$ cat src/hdl/encoder_balanced_straight_drive_defines.svh
// ----------------------------------------------------------------------------
// encoder balanced straight drive - assertion macros
// shared concurrent check forms, clocked on clk and disabled in rst
// ----------------------------------------------------------------------------
`ifndef ENCODER_BALANCED_STRAIGHT_DRIVE_DEFINES_SVH
`define ENCODER_BALANCED_STRAIGHT_DRIVE_DEFINES_SVH

// condition holds at every clock edge out of reset
`define EBSD_ASSERT_HOLDS(lbl, cond) \
  lbl: assert property (@(posedge clk) disable iff (rst) (cond)) \
    else $error("ebsd check failed");

// antecedent in one cycle implies consequent in the next
`define EBSD_ASSERT_NEXT(lbl, ante, cons) \
  lbl: assert property (@(posedge clk) disable iff (rst) (ante) |=> (cons)) \
    else $error("ebsd check failed");

`endif

$ cat src/hdl/ebsd_pkg.sv
// ----------------------------------------------------------------------------
// ebsd_pkg
// shared widths, register indexes and control structs of the straight drive
// ----------------------------------------------------------------------------
package ebsd_pkg;

  localparam int COUNT_BITS    = 24;
  localparam int DUTY_BITS     = 16;
  localparam int TARGET_BITS   = 23;
  localparam int CF_BITS       = 16;
  localparam int CF_FRAC       = 12;
  localparam int RATIO_FRAC    = 16;
  localparam int RATIO_BITS    = 24;
  localparam int DIVIDEND_BITS = COUNT_BITS + RATIO_FRAC;
  localparam int DIV_STEPS     = DIVIDEND_BITS;
  localparam int CNT_BITS      = $clog2(DIV_STEPS);
  localparam int SCALED_BITS   = DUTY_BITS + RATIO_BITS - RATIO_FRAC;
  localparam int GAIN_PROD     = SCALED_BITS + CF_BITS;

  localparam int IN_DATA_BITS  = 2 * COUNT_BITS;
  localparam int OUT_FIELDS    = 4 + 2 * DUTY_BITS;
  localparam int OUT_DATA_BITS = ((OUT_FIELDS + 7) / 8) * 8;

  localparam int CFG_ADDR_BITS = 2;
  localparam int CFG_DATA_BITS = TARGET_BITS;

  // register indexes
  localparam logic [CFG_ADDR_BITS-1:0] REG_TARGET  = 2'd0;
  localparam logic [CFG_ADDR_BITS-1:0] REG_FORWARD = 2'd1;
  localparam logic [CFG_ADDR_BITS-1:0] REG_SLOW    = 2'd2;
  localparam logic [CFG_ADDR_BITS-1:0] REG_CORR    = 2'd3;

  // item kinds
  localparam logic MODE_START  = 1'b0;
  localparam logic MODE_SAMPLE = 1'b1;

  typedef struct packed {
    logic [TARGET_BITS-1:0] target_counts;
    logic                   forward;
    logic [DUTY_BITS-1:0]   slow_duty;
    logic [CF_BITS-1:0]     left_trim;
  } ebsd_cfg_t;

  typedef struct packed {
    logic load;
    logic classify;
    logic div_step;
    logic ratio;
    logic mul1;
    logic mul2;
    logic commit;
  } ebsd_cmd_t;

  typedef struct packed {
    logic need_div;
    logic out_free;
  } ebsd_sts_t;

endpackage

$ cat src/hdl/ebsd_regs.sv
// ----------------------------------------------------------------------------
// ebsd_regs
// configuration register file of the straight drive
// ----------------------------------------------------------------------------
module ebsd_regs (
  input  logic                             clk,
  input  logic                             rst,
  input  logic                             cfg_valid,
  output logic                             cfg_ready,
  input  logic [ebsd_pkg::CFG_ADDR_BITS-1:0] cfg_addr,
  input  logic [ebsd_pkg::CFG_DATA_BITS-1:0] cfg_data,
  output ebsd_pkg::ebsd_cfg_t              cfg
);
  import ebsd_pkg::*;

  assign cfg_ready = 1'b1;

  always_ff @(posedge clk) begin
    if (rst) begin
      cfg.target_counts <= '0;
      cfg.forward       <= 1'b1;
      cfg.slow_duty     <= DUTY_BITS'(19661);
      cfg.left_trim     <= CF_BITS'(4096);
    end else if (cfg_valid && cfg_ready) begin
      case (cfg_addr)
        REG_TARGET:  cfg.target_counts <= cfg_data;
        REG_FORWARD: cfg.forward       <= cfg_data[0];
        REG_SLOW:    cfg.slow_duty     <= cfg_data[DUTY_BITS-1:0];
        REG_CORR:    cfg.left_trim     <= cfg_data[CF_BITS-1:0];
        default:     ;
      endcase
    end
  end

endmodule

$ cat src/hdl/ebsd_dpath.sv
// ----------------------------------------------------------------------------
// ebsd_dpath
// drive datapath: distance test, ratio divider, duty scaling, result register
// ----------------------------------------------------------------------------
module ebsd_dpath (
  input  logic                                clk,
  input  logic                                rst,
  input  ebsd_pkg::ebsd_cmd_t                 cmd,
  output ebsd_pkg::ebsd_sts_t                 sts,
  input  ebsd_pkg::ebsd_cfg_t                 cfg,
  input  logic                                s_tuser,
  input  logic [ebsd_pkg::IN_DATA_BITS-1:0]   s_tdata,
  output logic                                m_tvalid,
  input  logic                                m_tready,
  output logic [ebsd_pkg::OUT_DATA_BITS-1:0]  m_tdata
);
  import ebsd_pkg::*;

  // latched item
  logic                         in_mode;
  logic signed [COUNT_BITS-1:0] in_l;
  logic signed [COUNT_BITS-1:0] in_r;

  // drive state
  logic                 moving;
  logic [DUTY_BITS-1:0] left_duty;
  logic [DUTY_BITS-1:0] right_duty;
  logic                 drive_dir;

  // classification
  logic cls_start, cls_reached, cls_left_lag, cls_right_lag;
  logic cls_ratio_pos, cls_den_zero;

  // divider
  logic [DIVIDEND_BITS-1:0] div_q;
  logic [COUNT_BITS-1:0]    div_rem;
  logic [COUNT_BITS-1:0]    div_den;

  logic [RATIO_BITS-1:0]  ratio;
  logic [SCALED_BITS-1:0] scaled;
  logic [DUTY_BITS-1:0]   gain;
  logic                   out_valid;

  // classify terms
  logic signed [COUNT_BITS:0]   sum;
  logic [COUNT_BITS:0]          sum_mag;
  logic                         reached;
  logic                         lt, gt, left_lag, right_lag;
  logic signed [COUNT_BITS-1:0] num;
  logic signed [COUNT_BITS:0]   den;
  logic                         num_neg, den_neg, num_zero, den_zero;
  logic [COUNT_BITS-1:0]        num_mag;
  logic [COUNT_BITS:0]          den_abs;

  always_comb begin
    sum      = COUNT_BITS'(0) + {in_l[COUNT_BITS-1], in_l} + {in_r[COUNT_BITS-1], in_r};
    sum_mag  = sum[COUNT_BITS] ? (COUNT_BITS+1)'(-sum) : COUNT_BITS'(0) + sum;
    reached  = sum_mag >= {1'b0, cfg.target_counts, 1'b0};
    lt       = in_l < in_r;
    gt       = in_r < in_l;
    left_lag  = drive_dir ? lt : gt;
    right_lag = drive_dir ? gt : lt;
    num      = left_lag ? in_r : in_l;
    den      = (left_lag ? {in_l[COUNT_BITS-1], in_l} : {in_r[COUNT_BITS-1], in_r})
               + (COUNT_BITS+1)'(1);
    num_neg  = num[COUNT_BITS-1];
    den_neg  = den[COUNT_BITS];
    num_zero = (num == '0);
    den_zero = (den == '0);
    num_mag  = num_neg ? COUNT_BITS'(-num) : COUNT_BITS'(num);
    den_abs  = den_neg ? (COUNT_BITS+1)'(-den) : (COUNT_BITS+1)'(den);
  end

  assign sts.need_div = (in_mode == MODE_SAMPLE) && moving && !reached
                        && (left_lag || right_lag);
  assign sts.out_free = !out_valid || m_tready;

  // restoring divide step
  logic [COUNT_BITS+1:0] trial;
  assign trial = {1'b0, div_rem, div_q[DIVIDEND_BITS-1]} - {2'b00, div_den};

  // ratio saturation
  logic                  q_big;
  logic [RATIO_BITS-1:0] ratio_next;
  assign q_big = (|div_q[DIVIDEND_BITS-1:RATIO_BITS]) || (&div_q[RATIO_BITS-1:0]);
  always_comb begin
    if (!cls_ratio_pos) ratio_next = '0;
    else if (cls_den_zero || q_big) ratio_next = '1;
    else ratio_next = div_q[RATIO_BITS-1:0];
  end

  // multipliers, one per stage
  logic [DUTY_BITS+RATIO_BITS-1:0] prod1;
  logic [SCALED_BITS-1:0]          gain_in;
  logic [GAIN_PROD-1:0]            prod2;
  logic [GAIN_PROD-CF_FRAC-1:0]    gain_wide;
  assign prod1     = cfg.slow_duty * ratio;
  assign gain_in   = cls_left_lag ? scaled : SCALED_BITS'(cfg.slow_duty);
  assign prod2     = gain_in * cfg.left_trim;
  assign gain_wide = prod2[GAIN_PROD-1:CF_FRAC];

  logic [DUTY_BITS-1:0] scaled_sat;
  assign scaled_sat = (|scaled[SCALED_BITS-1:DUTY_BITS]) ? '1 : scaled[DUTY_BITS-1:0];

  // commit values
  logic                 moving_next, dir_next, en_next, done_next;
  logic [DUTY_BITS-1:0] left_next, right_next;
  always_comb begin
    moving_next = moving;
    dir_next    = drive_dir;
    left_next   = left_duty;
    right_next  = right_duty;
    en_next     = 1'b0;
    done_next   = 1'b0;
    if (cls_start) begin
      dir_next    = cfg.forward;
      left_next   = cfg.slow_duty;
      right_next  = cfg.slow_duty;
      moving_next = 1'b1;
    end else if (moving) begin
      if (cls_reached) begin
        moving_next = 1'b0;
        done_next   = 1'b1;
      end else begin
        en_next = 1'b1;
        if (cls_left_lag) begin
          left_next  = gain;
          right_next = cfg.slow_duty;
        end else if (cls_right_lag) begin
          right_next = scaled_sat;
          left_next  = gain;
        end
      end
    end
  end

  always_ff @(posedge clk) begin
    if (cmd.load) begin
      in_mode <= s_tuser;
      in_l    <= s_tdata[COUNT_BITS-1:0];
      in_r    <= s_tdata[2*COUNT_BITS-1:COUNT_BITS];
    end
    if (cmd.classify) begin
      cls_start     <= (in_mode == MODE_START);
      cls_reached   <= reached;
      cls_left_lag  <= left_lag;
      cls_right_lag <= right_lag;
      cls_den_zero  <= den_zero;
      cls_ratio_pos <= !num_zero && (den_zero ? !num_neg : (num_neg == den_neg));
      div_q         <= {num_mag, RATIO_FRAC'(0)};
      div_rem       <= '0;
      div_den       <= den_abs[COUNT_BITS-1:0];
    end
    if (cmd.div_step) begin
      if (!trial[COUNT_BITS+1]) begin
        div_rem <= trial[COUNT_BITS-1:0];
        div_q   <= {div_q[DIVIDEND_BITS-2:0], 1'b1};
      end else begin
        div_rem <= {div_rem[COUNT_BITS-2:0], div_q[DIVIDEND_BITS-1]};
        div_q   <= {div_q[DIVIDEND_BITS-2:0], 1'b0};
      end
    end
    if (cmd.ratio) ratio <= ratio_next;
    if (cmd.mul1) scaled <= prod1[DUTY_BITS+RATIO_BITS-1:RATIO_FRAC];
    if (cmd.mul2) begin
      gain <= (|gain_wide[GAIN_PROD-CF_FRAC-1:DUTY_BITS]) ? '1 : gain_wide[DUTY_BITS-1:0];
    end
    if (cmd.commit) begin
      m_tdata <= {(OUT_DATA_BITS-OUT_FIELDS)'(0), done_next, dir_next, dir_next,
                  ~right_next, ~left_next, en_next};
    end
  end

  always_ff @(posedge clk) begin
    if (rst) begin
      moving     <= 1'b0;
      left_duty  <= '0;
      right_duty <= '0;
      drive_dir  <= 1'b1;
      out_valid  <= 1'b0;
    end else begin
      if (cmd.commit) begin
        moving     <= moving_next;
        left_duty  <= left_next;
        right_duty <= right_next;
        drive_dir  <= dir_next;
        out_valid  <= 1'b1;
      end else if (m_tready) begin
        out_valid <= 1'b0;
      end
    end
  end

  assign m_tvalid = out_valid;

endmodule

$ cat src/hdl/ebsd_ctrl.sv
// ----------------------------------------------------------------------------
// ebsd_ctrl
// sequencer: accept, classify, divide, scale, commit
// ----------------------------------------------------------------------------
`include "encoder_balanced_straight_drive_defines.svh"

module ebsd_ctrl (
  input  logic                clk,
  input  logic                rst,
  input  logic                s_tvalid,
  output logic                s_tready,
  input  ebsd_pkg::ebsd_sts_t sts,
  output ebsd_pkg::ebsd_cmd_t cmd
);
  import ebsd_pkg::*;

  typedef enum logic [2:0] {
    S_IDLE, S_CLASSIFY, S_DIV, S_RATIO, S_MUL1, S_MUL2, S_COMMIT
  } state_t;

  localparam logic [CNT_BITS-1:0] LAST_STEP = CNT_BITS'(DIV_STEPS - 1);

  state_t              state;
  logic [CNT_BITS-1:0] cnt;

  assign s_tready = (state == S_IDLE);

  always_comb begin
    cmd          = '0;
    cmd.load     = s_tvalid && (state == S_IDLE);
    cmd.classify = (state == S_CLASSIFY);
    cmd.div_step = (state == S_DIV);
    cmd.ratio    = (state == S_RATIO);
    cmd.mul1     = (state == S_MUL1);
    cmd.mul2     = (state == S_MUL2);
    cmd.commit   = (state == S_COMMIT) && sts.out_free;
  end

  always_ff @(posedge clk) begin
    if (rst) begin
      state <= S_IDLE;
      cnt   <= '0;
    end else begin
      case (state)
        S_IDLE: begin
          if (s_tvalid) state <= S_CLASSIFY;
        end
        S_CLASSIFY: begin
          cnt   <= '0;
          state <= sts.need_div ? S_DIV : S_COMMIT;
        end
        S_DIV: begin
          cnt <= cnt + 1'b1;
          if (cnt == LAST_STEP) state <= S_RATIO;
        end
        S_RATIO:  state <= S_MUL1;
        S_MUL1:   state <= S_MUL2;
        S_MUL2:   state <= S_COMMIT;
        S_COMMIT: begin
          if (sts.out_free) state <= S_IDLE;
        end
        default:  state <= S_IDLE;
      endcase
    end
  end

  `EBSD_ASSERT_HOLDS(a_commit_slot_free, !cmd.commit || sts.out_free)
  `EBSD_ASSERT_NEXT(a_accept_to_classify, s_tvalid && s_tready, state == S_CLASSIFY)
  `EBSD_ASSERT_HOLDS(a_div_count_range, state != S_DIV || cnt <= LAST_STEP)
  `EBSD_ASSERT_NEXT(a_div_ends, state == S_DIV && cnt == LAST_STEP, state == S_RATIO)

endmodule

$ cat src/hdl/encoder_balanced_straight_drive.sv
// ----------------------------------------------------------------------------
// encoder_balanced_straight_drive
// two wheel straight drive balanced on encoder counts, one result per item
// ----------------------------------------------------------------------------
// sequence: a start, a sample while stopped, a sample at the target or with level
//   counts go from classify straight to commit; a lagging wheel also passes the
//   40 step restoring divider, the ratio clamp and 2 multiplies before the commit
// throughput: one item at a time, next taken the cycle after the result is
//   parked; a held result blocks the commit and so the next item
// reset (rst, synchronous): stopped, duties 0, forward, registers at defaults
// ----------------------------------------------------------------------------
module encoder_balanced_straight_drive (
  input  logic                                clk,
  input  logic                                rst,
  // item in
  input  logic                                s_tvalid,
  output logic                                s_tready,
  // left_count [23:0], right_count [47:24]
  input  logic [ebsd_pkg::IN_DATA_BITS-1:0]   s_tdata,
  // mode: 0 start a move, 1 encoder sample
  input  logic                                s_tuser,
  // result out
  output logic                                m_tvalid,
  input  logic                                m_tready,
  // motor_enable [0], left_pwm [16:1], right_pwm [32:17], dir_left [33],
  // dir_right [34], move_done [35], zero fill [39:36]
  output logic [ebsd_pkg::OUT_DATA_BITS-1:0]  m_tdata,
  // register writes: 0 target_counts, 1 forward, 2 slow_duty,
  // 3 left wheel trim gain
  input  logic                                cfg_valid,
  output logic                                cfg_ready,
  input  logic [ebsd_pkg::CFG_ADDR_BITS-1:0]  cfg_addr,
  input  logic [ebsd_pkg::CFG_DATA_BITS-1:0]  cfg_data
);
  import ebsd_pkg::*;

  ebsd_cfg_t cfg;
  ebsd_cmd_t cmd;
  ebsd_sts_t sts;

  // register file; user writes between items to hit the next item, not enforced
  ebsd_regs u_regs (
    .clk       (clk),
    .rst       (rst),
    .cfg_valid (cfg_valid),
    .cfg_ready (cfg_ready),
    .cfg_addr  (cfg_addr),
    .cfg_data  (cfg_data),
    .cfg       (cfg)
  );

  // sequencer: idle, classify, then either straight to commit or through the
  // divider, the ratio clamp and both multiplier stages
  ebsd_ctrl u_ctrl (
    .clk      (clk),
    .rst      (rst),
    .s_tvalid (s_tvalid),
    .s_tready (s_tready),
    .sts      (sts),
    .cmd      (cmd)
  );

  // datapath holds the drive state, the divider and the result register
  ebsd_dpath u_dpath (
    .clk      (clk),
    .rst      (rst),
    .cmd      (cmd),
    .sts      (sts),
    .cfg      (cfg),
    .s_tuser  (s_tuser),
    .s_tdata  (s_tdata),
    .m_tvalid (m_tvalid),
    .m_tready (m_tready),
    .m_tdata  (m_tdata)
  );

endmodule

$ cat config.mk
export PLATFORM = sky130hd
export DESIGN_NAME = encoder_balanced_straight_drive
export DESIGN_NICKNAME = d
export VERILOG_FILES = /design/src/hdl/ebsd_pkg.sv /design/src/hdl/ebsd_regs.sv /design/src/hdl/ebsd_dpath.sv /design/src/hdl/ebsd_ctrl.sv /design/src/hdl/encoder_balanced_straight_drive.sv
export VERILOG_INCLUDE_DIRS = /design/src /design/src/hdl
export SDC_FILE = /design/constraint.sdc
export NUM_CORES = 2
export LEC_CHECK = 0
export BUFFER_PORTS_ARGS = -buffer_cell sky130_fd_sc_hd__buf_2
export CAP_MARGIN = 15
export CORE_MARGIN = 2
export CORE_UTILIZATION = 35
export DETAILED_ROUTE_END_ITERATION = 6
export GPL_ROUTABILITY_DRIVEN = 0
export PLACE_DENSITY = 0.54
export SLEW_MARGIN = 0
export SYNTH_ARGS = -nofsm -noshare
export SYNTH_HDL_FRONTEND = slang
export SYNTH_SLANG_ARGS = --single-unit
$ cat constraint.sdc
create_clock -name clk -period 8.05 [get_ports clk]
set_input_delay 0.805 -clock clk [delete_from_list [all_inputs] [get_ports clk]]
set_output_delay 0.805 -clock clk [all_outputs]
set_load 0.005 [all_outputs]
==> impl_metrics.env <==
export IMPL_relSlewSlack_pct=26.6
export IMPL_slowest_delay_ns=0.53
export IMPL_fmax_ghz=0.124
export IMPL_end_kind="register"
export IMPL_synth_top_family_by_area="adder cells"
export IMPL_p_per_area_nw_per_um2=250
export IMPL_rsz0062_at_grt="yes"
export IMPL_power_static_leakage_nw=21.4
export IMPL_overflow=0
export IMPL_drive_gt1_share_pct=10.8
export IMPL_multiInputGateArea_um2=30500
export IMPL_synthXorXnorAreaFrac_pct=3.26
export IMPL_ys_seq_area_share_pct=21.5
export IMPL_synth_edff_count=242
export IMPL_cts_max_level=2
export IMPL_worstHoldStart="s_tdata[35]"
export IMPL_grt_pass1_vias=34200
export IMPL_cts_made_buffers=44
export IMPL_fin_util_pct=39.5
export IMPL_ys_flop_type="edfxtp_1"
export IMPL_drv_cap=0
export IMPL_yosysTopAreaCell="fa_1"
export IMPL_antenna_found_initial=11
export IMPL_register_area_um2=9270
export IMPL_synthArstFlopShare_pct=0
export IMPL_startpoint_type="register"
export IMPL_hold_end="u_dpath.in_r[11]"
export IMPL_drt_initial_drc_count=2309
export IMPL_dp_slack_ns=-0.409
export IMPL_power_mw=12.1
export IMPL_crit_type="register to register"
export IMPL_vias=32800
export IMPL_synth_area_leaders="fa_1, edfxtp_1, ha_1"
export IMPL_post_route_min_period_ns=8.04
export IMPL_initial_core_util_pct=35.4
export IMPL_syn_avg_cell_area_um2=9.10
export IMPL_synth_mux_area_share_pct=1.56
export IMPL_port_buffer_count=116
export IMPL_synth_compound_area_share_pct=8.94
export IMPL_routed_wl_um=125000
export IMPL_ir_drop_uv=258
export IMPL_crit_fanout=8
export IMPL_io_pins=122
export IMPL_synthesis_area_um2=43200
export IMPL_nFillCells=12300
export IMPL_rows=128
export IMPL_synth_simple_area_share_pct=18.3
export IMPL_reg2reg_depth=31
export IMPL_hold_depth=1
export IMPL_r2r_end="u_dpath.gain[15]"
export IMPL_worstMarginPinSlew_ns=1.10
export IMPL_period_share_pct=99.8
export IMPL_timing_rr_start="u_dpath.cls_left_lag"
export IMPL_grt_pass1_wl_um=198000
export IMPL_cts_tree="done"
export IMPL_synth_fa_ha_area_share_pct=37.6
export IMPL_required_ns=8.40
export IMPL_worst_path_max_delay_cell="fa_1"
export IMPL_arrival_ns=8.38
export IMPL_syn_to_final_growth_pct=11.7
export IMPL_slew_viol_final=0
export IMPL_cts_hold_buf=0
export IMPL_yosys_warnings=0
export IMPL_detail_route_antenna_nets=0
export IMPL_syn_inst=4746
export IMPL_drc=0
export IMPL_setup_ws_ns=0.0146
export IMPL_synth_top_area_share_pct=28.4
export IMPL_setup_viol=0
export IMPL_viasPerCell=5.04
export IMPL_grt_max_degree=88
export IMPL_cts_sinks=342
export IMPL_die_w_um=355
export IMPL_dpl_hpwl_um=97400
export IMPL_max_clock_path_buffers=3
export IMPL_worstSkewPairLatency_ns=0.61
export IMPL_reg2reg_slack_ns=0.01
export IMPL_grt_usage_pct=20.1
export IMPL_run_status="completed"
export IMPL_yosysUniqueCellTypes=100
export IMPL_path_common_cell="fa_1"
export IMPL_first_pass_iters=6
export IMPL_core_area_um2=122000
export IMPL_synth_seq_cells=342
export IMPL_hold_violations=0
export IMPL_wl_per_cell_um=19.3
export IMPL_hold_path_class="input pin to register"
export IMPL_hold_ws_ns=0.373
export IMPL_worst_clock_skew_ns=0.0264
export IMPL_dieArea_um2=126000
export IMPL_clk_pin_slew_ns=0.06
export IMPL_root_buffer="clkbuf_16"
export IMPL_die_h_um=355
export IMPL_nNetsFinal=5849
## final cells by class
cell class / count / area share, %
Clock inverter: 31 / 0.736
Antenna cell: 4 / 0.0207
Inverter: 757 / 5.89
Multi-Input combinational cell: 3402 / 63.2
Clock buffer: 51 / 2.46
Sequential cell: 342 / 19.2
Tap cell: 1625 / 4.21
Timing Repair Buffer: 293 / 4.30
## synthesized netlist by cell type, drive strengths merged, types with 99 or more instances
master,n
clkbuf,221
ha,318
inv,756
a21oi,212
fa,612
nand2,720
dfxtp,100
nor2,221
edfxtp,242
and3,99
xnor2,113
and2,282
o21ai,155
## per-stage QoR
| step | instance area [um2] | instances | TNS, ns |
|---|---|---|---|
| 5_1_grt | 48300 | 6503 | -3.55 |
| 2_1_floorplan | 43200 | 4749 | 0 |
| 6_report | 48300 | 6505 | 0 |
| 3_3_place_gp | 46200 | 6408 | -3.24 |
| 3_5_place_dp | 46200 | 6408 | -6.07 |
| 4_1_cts | 47800 | 6492 | 0 |
## kinds of logic (layout without fill, tap and decap cells)
logic type	Yosys count	in the layout
buffers and inverters	1005	1132
other	2	9
and+or+nand+nor	1630	1630
xor gates and xnor gates	160	160
muxes	63	63
DFF	342	342
AOI/OAI and AO/OA	614	614
adders and majority gates	930	930
## worst max-delay path: cells and delay by family (launching register included)
kind                       cells  cell delay [ns]
DFF                            1             0.49
buffers and inverters         10             1.25
muxes                          1             0.33
adders and majority gates      7             3.20
and+or+nand+nor                7             1.26
xor gates and xnor gates       1             0.13
AOI/OAI and AO/OA              5             1.11
## power breakdown
part	total, mW	switching (mW)	internal [mW]	leakage [nW]
clock network	2.10	0.862	1.24	0.757
registers	2.62	0.234	2.38	3.04
logic	7.35	4.28	3.07	17.6
## registers in the layout (all words and copies together), names as in the netlist, 3 cells and up
signal,flops
u_dpath.right_duty,16
u_dpath.scaled,24
u_dpath.gain,16
u_dpath.ratio,24
u_ctrl.cnt,6
u_ctrl.state,3
u_regs.cfg,56
u_dpath.in_l,24
u_dpath.left_duty,16
u_dpath.div_den,24
u_dpath.m_tdata,35
u_dpath.in_r,24
u_dpath.div_rem,24
u_dpath.div_q,40
## how the worst max path moves through the flow
stage,startpoint,endpoint,slack [ns],cells past startpoint
after floorplan,u_dpath.cls_left_lag,u_dpath.gain[13],0.07,28
after global placement,u_dpath.cls_left_lag,u_dpath.gain[5],-0.24,29
after detailed placement,u_dpath.cls_left_lag,u_dpath.gain[0],-0.41,31
after CTS,u_dpath.cls_left_lag,u_dpath.gain[0],0.02,29
after global routing,u_dpath.cls_left_lag,u_dpath.gain[15],-0.25,32
final,u_dpath.cls_left_lag,u_dpath.gain[15],0.01,31
## per-layer routing
metal  track usage (%)  part of all wire, %  wire length, um
met3              3.46                  7.0             8800
met2              33.1                   46            58000
met4              4.31                  2.0             2530
met1              27.6                   45            55900
met5                 0                0.082              103
## placed cells by master (no fill, tap or decap), types with 64 or more instances in the layout
cell	count
xnor2_1	112
nand2_1	711
and2_1	271
dfxtp_1	100
and3_1	98
a21oi_1	206
ha_1	309
o21ai_0	140
edfxtp_1	242
nand3_1	64
buf_4	156
inv_1	746
nor2_1	217
fa_1	605
buf_2	115
## timing repair
action,in CTS,in global routing
resized for setup,6,102
endpoints found under the setup margin,16,23
gates cloned,0,2
buffers inserted,2,7
pin swaps,1,33
No activity file was read; power rests on OpenSTA's default activity.
